File: src/sv/tfmd_pkg.sv
// Shared types and constants of the three-frame motion difference block.
// Depends on nothing; tfmd_seq, the top level and the testbench import it.
`timescale 1ns / 1ps
`default_nettype none

package tfmd_pkg;

  // Field widths fixed by the interface.
  localparam int unsigned PIX_W   = 8;
  localparam int unsigned FP_W    = 20;
  localparam int unsigned CFG_A_W = 2;
  localparam int unsigned CFG_D_W = 20;

  // Register indexes on the configuration port.
  localparam logic [CFG_A_W-1:0] CFG_THRESHOLD = 2'd0;
  localparam logic [CFG_A_W-1:0] CFG_KEEP      = 2'd1;
  localparam logic [CFG_A_W-1:0] CFG_COLOR     = 2'd2;
  localparam logic [CFG_A_W-1:0] CFG_FRAME_PIX = 2'd3;

  // Register values after reset.
  localparam logic [PIX_W-1:0] RST_THRESHOLD = 8'd20;
  localparam logic             RST_KEEP      = 1'b0;
  localparam logic             RST_COLOR     = 1'b1;
  localparam logic [FP_W-1:0]  RST_FRAME_PIX = 20'd307200;

  // Luma weights in 0.14 fixed point, with rounding.
  localparam int unsigned PROD_W  = 22;
  localparam int unsigned SUM_W   = 23;
  localparam int unsigned GRAY_SH = 14;
  localparam logic [13:0] W_RED   = 14'd4899;
  localparam logic [13:0] W_GREEN = 14'd9617;
  localparam logic [13:0] W_BLUE  = 14'd1868;
  localparam logic [SUM_W-1:0] GRAY_RND = 23'd8192;

  localparam logic [PIX_W-1:0] PIX_MAX = 8'd255;

  // Frame store entry: older gray in the upper byte, middle gray in the lower.
  localparam int unsigned ENTRY_W = 2 * PIX_W;

  typedef struct packed {
    logic [PIX_W-1:0] threshold;
    logic             keep;
    logic             color;
    logic [FP_W-1:0]  frame_pix;
  } tfmd_cfg_t;

  // Per-item control from the position sequencer.
  typedef struct packed {
    logic warm;  // two full frames are stored
    logic last;  // last pixel of the frame
  } tfmd_ctl_t;

endpackage

`default_nettype wire

File: src/sv/tfmd_seq.sv
// Pixel position sequencer: raster position, frame end and warm-up count.
// Depends on tfmd_pkg.
`timescale 1ns / 1ps
`default_nettype none

module tfmd_seq
  import tfmd_pkg::*;
#(
  parameter int unsigned MAX_PIXELS = 524288
) (
  input  wire logic                          clk_i,
  input  wire logic                          rst_ni,
  input  wire logic                          adv_i,
  input  wire logic [FP_W-1:0]               frame_pix_i,
  output logic      [$clog2(MAX_PIXELS)-1:0] pos_o,
  output tfmd_ctl_t                          ctl_o
);

  localparam int unsigned AW = $clog2(MAX_PIXELS);
  localparam int unsigned LW = (AW + 1 > FP_W) ? AW + 1 : FP_W;

  logic [AW-1:0] pos_q, pos_d;
  logic [1:0]    frames_q, frames_d;
  logic [LW-1:0] len_raw, len_eff, pos_next;
  logic          last;

  // A length of zero acts as one, anything above the store depth as the depth.
  always_comb begin
    len_raw = LW'(frame_pix_i);
    if (len_raw == '0) begin
      len_eff = LW'(1);
    end else if (len_raw > LW'(MAX_PIXELS)) begin
      len_eff = LW'(MAX_PIXELS);
    end else begin
      len_eff = len_raw;
    end
    pos_next = LW'(pos_q) + LW'(1);
    last     = (pos_next >= len_eff);
    pos_d    = last ? '0 : pos_next[AW-1:0];
    frames_d = (last && frames_q != 2'd2) ? frames_q + 2'd1 : frames_q;
  end

  always_ff @(posedge clk_i or negedge rst_ni) begin
    if (!rst_ni) begin
      pos_q    <= '0;
      frames_q <= '0;
    end else if (adv_i) begin
      pos_q    <= pos_d;
      frames_q <= frames_d;
    end
  end

  assign pos_o      = pos_q;
  assign ctl_o.warm = (frames_q == 2'd2);
  assign ctl_o.last = last;

  a_pos_in_range: assert property (@(posedge clk_i) disable iff (!rst_ni)
    LW'(pos_q) < LW'(MAX_PIXELS))
    else $error("pixel position beyond the frame store");

  a_frames_saturate: assert property (@(posedge clk_i) disable iff (!rst_ni)
    frames_q == 2'd2 |=> frames_q == 2'd2)
    else $error("stored frame count left saturation");

endmodule

`default_nettype wire

File: config.mk
export PLATFORM = sky130hd
export DESIGN_NAME = tfmd_seq
export DESIGN_NICKNAME = d
export VERILOG_FILES = /design/src/sv/tfmd_pkg.sv /design/src/sv/tfmd_seq.sv
export SDC_FILE = /design/constraint.sdc
export NUM_CORES = 1
export LEC_CHECK = 0
export BUFFER_PORTS_ARGS = -buffer_cell sky130_fd_sc_hd__buf_4
export CAP_MARGIN = 20
export CORE_MARGIN = 1.5
export CORE_UTILIZATION = 35
export DETAILED_ROUTE_END_ITERATION = 16
export GPL_ROUTABILITY_DRIVEN = 0
export SLEW_MARGIN = 20
export SYNTH_ARGS = -nofsm -noshare
export SYNTH_HDL_FRONTEND = slang
export SYNTH_SLANG_ARGS = --single-unit
File: constraint.sdc
create_clock -name clk_i -period 4.65 [get_ports clk_i]
set_input_delay 0.6975 -clock clk_i [delete_from_list [all_inputs] [get_ports clk_i]]
set_output_delay 0.6975 -clock clk_i [all_outputs]
set_load 0.03 [all_outputs]
; Word level (Yosys, flattened, before mapping)
; Cells that the tools add are included.
[op_classes]
n_lt_le_gt_ge = 2
addsub = 2
muxes = 3
n_eq_ne = 2
n_reduce_logical = 3
[op_table]
columns = operator, n
row1 = two-way mux 20 bit, 2
row2 = adder 19 x 1 -> 20 bit (second input constant), 1
row3 = greater-or-equal comparator 20 bit, 1
row4 = > comparator 20 bit (second input constant), 1
row5 = zero test 20 bit, 1
row6 = two-way mux 19 bit, 1
row7 = adder 2 x 1 -> 2 bit (second input constant), 1
row8 = == test 2 bit (second input constant), 1
row9 = inequality test 2 bit (second input constant), 1
row10 = AND reduction 2 bit, 1
row11 = logical AND 1 bit, 1
[totals]
reg_bits = 21

; Logic depth before layout (Yosys ltp)
[depth]
ltp_word = 6
depth_mapped = 14
ltp_nobuf = 13

; Worst setup path after synthesis
; OpenSTA, ideal clock, no wires.
[synth_timing]
path_kind = flip-flop to output port
startpoint = register pos_q[0] (netlist: pos_o[0])
endpoint = output ctl_o[0] (netlist name)
t_arrival_ns = 3.295
stages_incl_launch_ff = 14
slack_ns = 0.658
required_time_ns = 3.953
path_cell_list = dfrtp_1 > ha_1 > nand3_4 > nor4_4 > nand3_1 > nor2_1 > xor2_1 > ha_1 > nand4_1 > or4_1 > o211ai_2 > buf_4 > buf_4 > buf_4
[synth_via]
elab_chain_cells = 2
[synth_rtl]
columns = item, line_no
row1 = "start, declared", tfmd_seq.sv:22  ; logic [AW-1:0] pos_q, pos_d;
row2 = "start signal, assigned", tfmd_seq.sv:48  ; pos_q <= pos_d;
row3 = adder 19 x 1 -> 20 bit, tfmd_seq.sv:37  ; pos_next = LW'(pos_q) + LW'(1);
row4 = greater-or-equal comparator 20 bit, tfmd_seq.sv:38  ; last = (pos_next >= len_eff);
row5 = "end, declared", tfmd_seq.sv:16  ; output tfmd_ctl_t ctl_o
; Every way passes these cells.

==> impl_table.tex <==
\begin{tabular}{lr}
\hline
Metric & Value \\
\hline
\multicolumn{2}{l}{\textbf{Setup path}} \\
Kind of critical path & register to primary output \\
Most prevalent standard cell on the critical path & sky130\_fd\_sc\_hd\_\_ha\_1 \\
Critical Path RT & 3950 ps \\
Data arrival time at the worst-slack endpoint & 3550 ps \\
Worst Path Max Fanout & 6 \\
Endpoint class of the critical path & primary output \\
Crit path largest cell delay & 530 ps \\
CP top delay family & simple AND/OR/NAND/NOR gates \\
Critical path's slowest cell & sky130\_fd\_sc\_hd\_\_or4\_1 \\
Number of buffer and inverter stages on the critical path & 1 \\
CP cell instances & ha\_1 -> nand3\_4 -> nor4\_4 -> nand3\_1 -> nor2\_1 -> xor2\_1 -> ha\_1 -> nand4\_1 -> or4\_1 -> o211ai\_2 -> buf\_4 \\
Worst setup SP type & register \\
\multicolumn{2}{l}{\textbf{Floorplanning}} \\
I/O pin count & 44 \\
Area enclosed by the die boundary & 5602 sq um \\
Starting Density & a little under two fifths \\
Standard cell core area & 4848 sq um \\
Die H & 74.85 um \\
Die Wd & $\sim$75 um \\
Number of standard-cell rows in the floorplan & 25 \\
\multicolumn{2}{l}{\textbf{Drt}} \\
Number of iterations in the first detailed-routing pass & 6 \\
First DRT Iteration DRCs & 63 \\
Wire length reported by the detailed router & between 4000 and 5000 um \\
Antenna violation net count after detailed routing & 0 \\
Routed wire length per instance & 14.11 um \\
Total DRC errors in the routed layout & 0 \\
Mean number of vias per cell & 5.273 \\
Overall via count from detail\_route & 1,661 \\
\multicolumn{2}{l}{\textbf{Logic synthesis}} \\
Synthesis-stage register bit count & 21 \\
Combinational family with the most area after synthesis & simple AND/OR/NAND/NOR gates \\
Area leader, netlist & sky130\_fd\_sc\_hd\_\_dfrtp\_1 \\
Synth Net Count & 254 \\
Synth cell count leaders & 45 x sky130\_fd\_sc\_hd\_\_nand2\_1, 22 x sky130\_fd\_sc\_hd\_\_ha\_1, 21 x sky130\_fd\_sc\_hd\_\_dfrtp\_1 \\
Share of the synthesized netlist area taken by xor and xnor gates & 8.657\% \\
Part of the Yosys area used for sequential elements & 29.09\% \\
Mux share of post-synthesis cell area & 1.108\% \\
Most common flop cell mapped by yosys & sky130\_fd\_sc\_hd\_\_dfrtp\_1 \\
Post-synthesis compound-gate area fraction & approximately 16\% \\
Synthesized cell area & 1807 sq um \\
Area contributors post-synth & sky130\_fd\_sc\_hd\_\_dfrtp\_1 29\%, sky130\_fd\_sc\_hd\_\_ha\_1 15\%, sky130\_fd\_sc\_hd\_\_nand2\_1 9.3\% \\
Simple-gate share of the synthesized area & 26.25\% \\
Share of the synthesized area in the top cell type & 29.09\% \\
Cell with the most instances after synthesis & sky130\_fd\_sc\_hd\_\_nand2\_1 \\
Count of cell types in the netlist & 37 \\
Proportion of register bits with asynchronous set or reset after synthesis & 100.0\% \\
Number of flops mapped to enable cells by yosys & 0 \\
Synthesized-area fraction occupied by adder cells & approximately 15\% \\
Synthesized netlist cell count & 209 \\
Total number of yosys warnings & 0 \\
Avg Inst Size Synth & 8.645 sq um \\
\multicolumn{2}{l}{\textbf{Layout}} \\
Area growth from synthesis to layout & 22.78\% \\
Count of inserted antenna diode cells & 0 \\
Filler Cells Inserted & 496 \\
Number of nets in the layout & 294 \\
Share of final-layout standard cells stronger than drive strength 1 & 23.39\% \\
\multicolumn{2}{l}{\textbf{Run}} \\
Max cap viols & 0 \\
\multicolumn{2}{l}{\textbf{CTS}} \\
Maximum buffer depth of the clock tree & 2 \\
\# hold bufs at CTS & 0 \\
Setup repair bufs after CTS & 0 \\
Clock network latency to the later pin of the worst-skew pair & 270 ps \\
Clock tree from TritonCTS & done \\
PostCTS Resize Cnt & 0 \\
Root buffer selected by CTS & sky130\_fd\_sc\_hd\_\_clkbuf\_8 \\
Clock sink count & 21 \\
Reg clk slew, reported paths & approximately 80 ps \\
Number of CTS-inserted buffers & 3 \\
Count of H-tree levels built during CTS & 1 \\
\multicolumn{2}{l}{\textbf{GRT}} \\
Initial antenna violation count & 0 \\
Largest net degree at the start of global routing & 23 \\
Number of global-route vias before repair & about 1,600 \\
Wire length of the first global-routing pass & about 7300 um \\
GRT overflow & 0 \\
Total routing usage reported by global routing & 17.04\% \\
\multicolumn{2}{l}{\textbf{Timing}} \\
Min Hold Slack & 301.6 ps \\
Final setup violation count & 0 \\
Setup TNS & 0 ps \\
Final number of max-transition violations & 0 \\
Max-slew headroom at the worst pin & between 70\% and 80\% \\
Period Utilization, post-route & 91.25\% \\
Setup repair after global routing missed its margin & no \\
Worst Skew & 5.046 ps \\
Slew @ Worst Pin & 433.3 ps \\
Fin. Hold Viols & 0 \\
Maximum clock frequency & about 240 MHz \\
Post-layout min period & 4243 ps \\
\multicolumn{2}{l}{\textbf{Power and ir drop}} \\
Final Total Pwr & 0.7456 mW \\
Leak & 1.041 nW \\
Total power divided by cell area & 336.1 nW/um\^{}2 \\
Maximum resistive drop on vdd & 0.0001861 V \\
\multicolumn{2}{l}{\textbf{Place}} \\
Half-perimeter wire length of the detailed placement result & 3527 um \\
Port buffer count & 43 \\
\multicolumn{2}{l}{\textbf{Hold path}} \\
HP Class & input pin to async pin \\
\multicolumn{2}{l}{\textbf{Run status}} \\
Result of the run & completed \\
\hline
\end{tabular}
[area by class of cell]
class                      instances  area (sq um)  area share (%)
clock buffer                       3         41.29           1.861
sequential                        21         525.5           23.69
inverter                           6         22.52           1.015
multi-input combinational        173          1210           54.54
clock inverter                     1         5.005          0.2256
timing repair buffer              44         330.3           14.89
tap                               67         83.83           3.779
[sequential cells by signal, indices dropped and copies added (netlist names)]
register and cells:
frames_q 2, pos_o 19
[routing by layer]
layer  track usage, %  up-vias  part of all wire [%]
met5                0        -                     0
met4            3.636        0                  0.81
met3            2.811        5                   3.9
met2            28.81       42                    48
met1            22.91      780                    47
li1                 -      834                     -
[final timing paths]
kind                                   from     endpoint  slack (ps)  cells after the start
worst max-delay path               pos_o[0]     ctl_o[0]         410                     11
worst min-delay path                 rst_ni     pos_o[7]         300                      1
worst max register to register     pos_o[0]    pos_o[17]         800                     13
worst min register to register  frames_q[0]  frames_q[0]         480                      1
max in group asynchronous            rst_ni    pos_o[18]        4110                      1
min in group clk_i              frames_q[0]  frames_q[0]         480                      1
[report_power, final]
part	internal (mW)	switching (mW)
Combinational	0.148	0.204
Clock	0.0599	0.0658
Sequential	0.212	0.0558
[cell usage in the layout, fill, tap and decap left out, types with 2 or more instances in the layout]
master	count
sky130_fd_sc_hd__nand2b_1	4
sky130_fd_sc_hd__nand2_1	45
sky130_fd_sc_hd__o2bb2ai_1	16
sky130_fd_sc_hd__inv_1	6
sky130_fd_sc_hd__buf_4	44
sky130_fd_sc_hd__or2_2	2
sky130_fd_sc_hd__xor2_1	6
sky130_fd_sc_hd__or3_1	2
sky130_fd_sc_hd__and3_2	2
sky130_fd_sc_hd__and3_1	3
sky130_fd_sc_hd__or4_1	2
sky130_fd_sc_hd__clkbuf_8	3
sky130_fd_sc_hd__nand3_1	4
sky130_fd_sc_hd__dfrtp_1	21
sky130_fd_sc_hd__nand4_1	7
sky130_fd_sc_hd__nor4_1	4
sky130_fd_sc_hd__a21oi_1	7
sky130_fd_sc_hd__xnor2_1	10
sky130_fd_sc_hd__o21ai_0	13
sky130_fd_sc_hd__mux2i_1	2
sky130_fd_sc_hd__nor2_1	8
sky130_fd_sc_hd__ha_1	22
[kinds of logic (layout without fill, tap and decap cells)]
logic type	after synthesis	in the layout
simple gates	91	91
compound gates	41	41
fa+ha+maj	22	22
flops	21	21
xor+xnor	17	17
buf+inv	15	54
mux	2	2
[through the flow]
stage | cells | worst slack, ps | utilization, % | area, sq um
2_1_floorplan | 209 | 657.5 | - | 1807
3_3_place_gp | 311 | 546.3 | 44.80 | 2172
3_5_place_dp | 311 | 449.8 | 44.80 | 2172
4_1_cts | 315 | 388.7 | 45.75 | 2218
5_1_grt | 315 | 165.4 | 45.75 | 2218
6_report | 315 | 407.0 | 45.75 | 2218
[worst reg2reg max path, stage by stage (launching register included)]
cell	delay, ps
sky130_fd_sc_hd__dfrtp_1	490
sky130_fd_sc_hd__ha_1	320
sky130_fd_sc_hd__nand3_4	120
sky130_fd_sc_hd__nor4_4	420
sky130_fd_sc_hd__nand3_1	200
sky130_fd_sc_hd__nor2_1	190
sky130_fd_sc_hd__xor2_1	120
sky130_fd_sc_hd__ha_1	320
sky130_fd_sc_hd__nand4_1	120
sky130_fd_sc_hd__or4_1	530
sky130_fd_sc_hd__o211ai_2	250
sky130_fd_sc_hd__buf_4	290
sky130_fd_sc_hd__or2_2	270
sky130_fd_sc_hd__o2bb2ai_1	110
(Power assumes the default switching activity.)
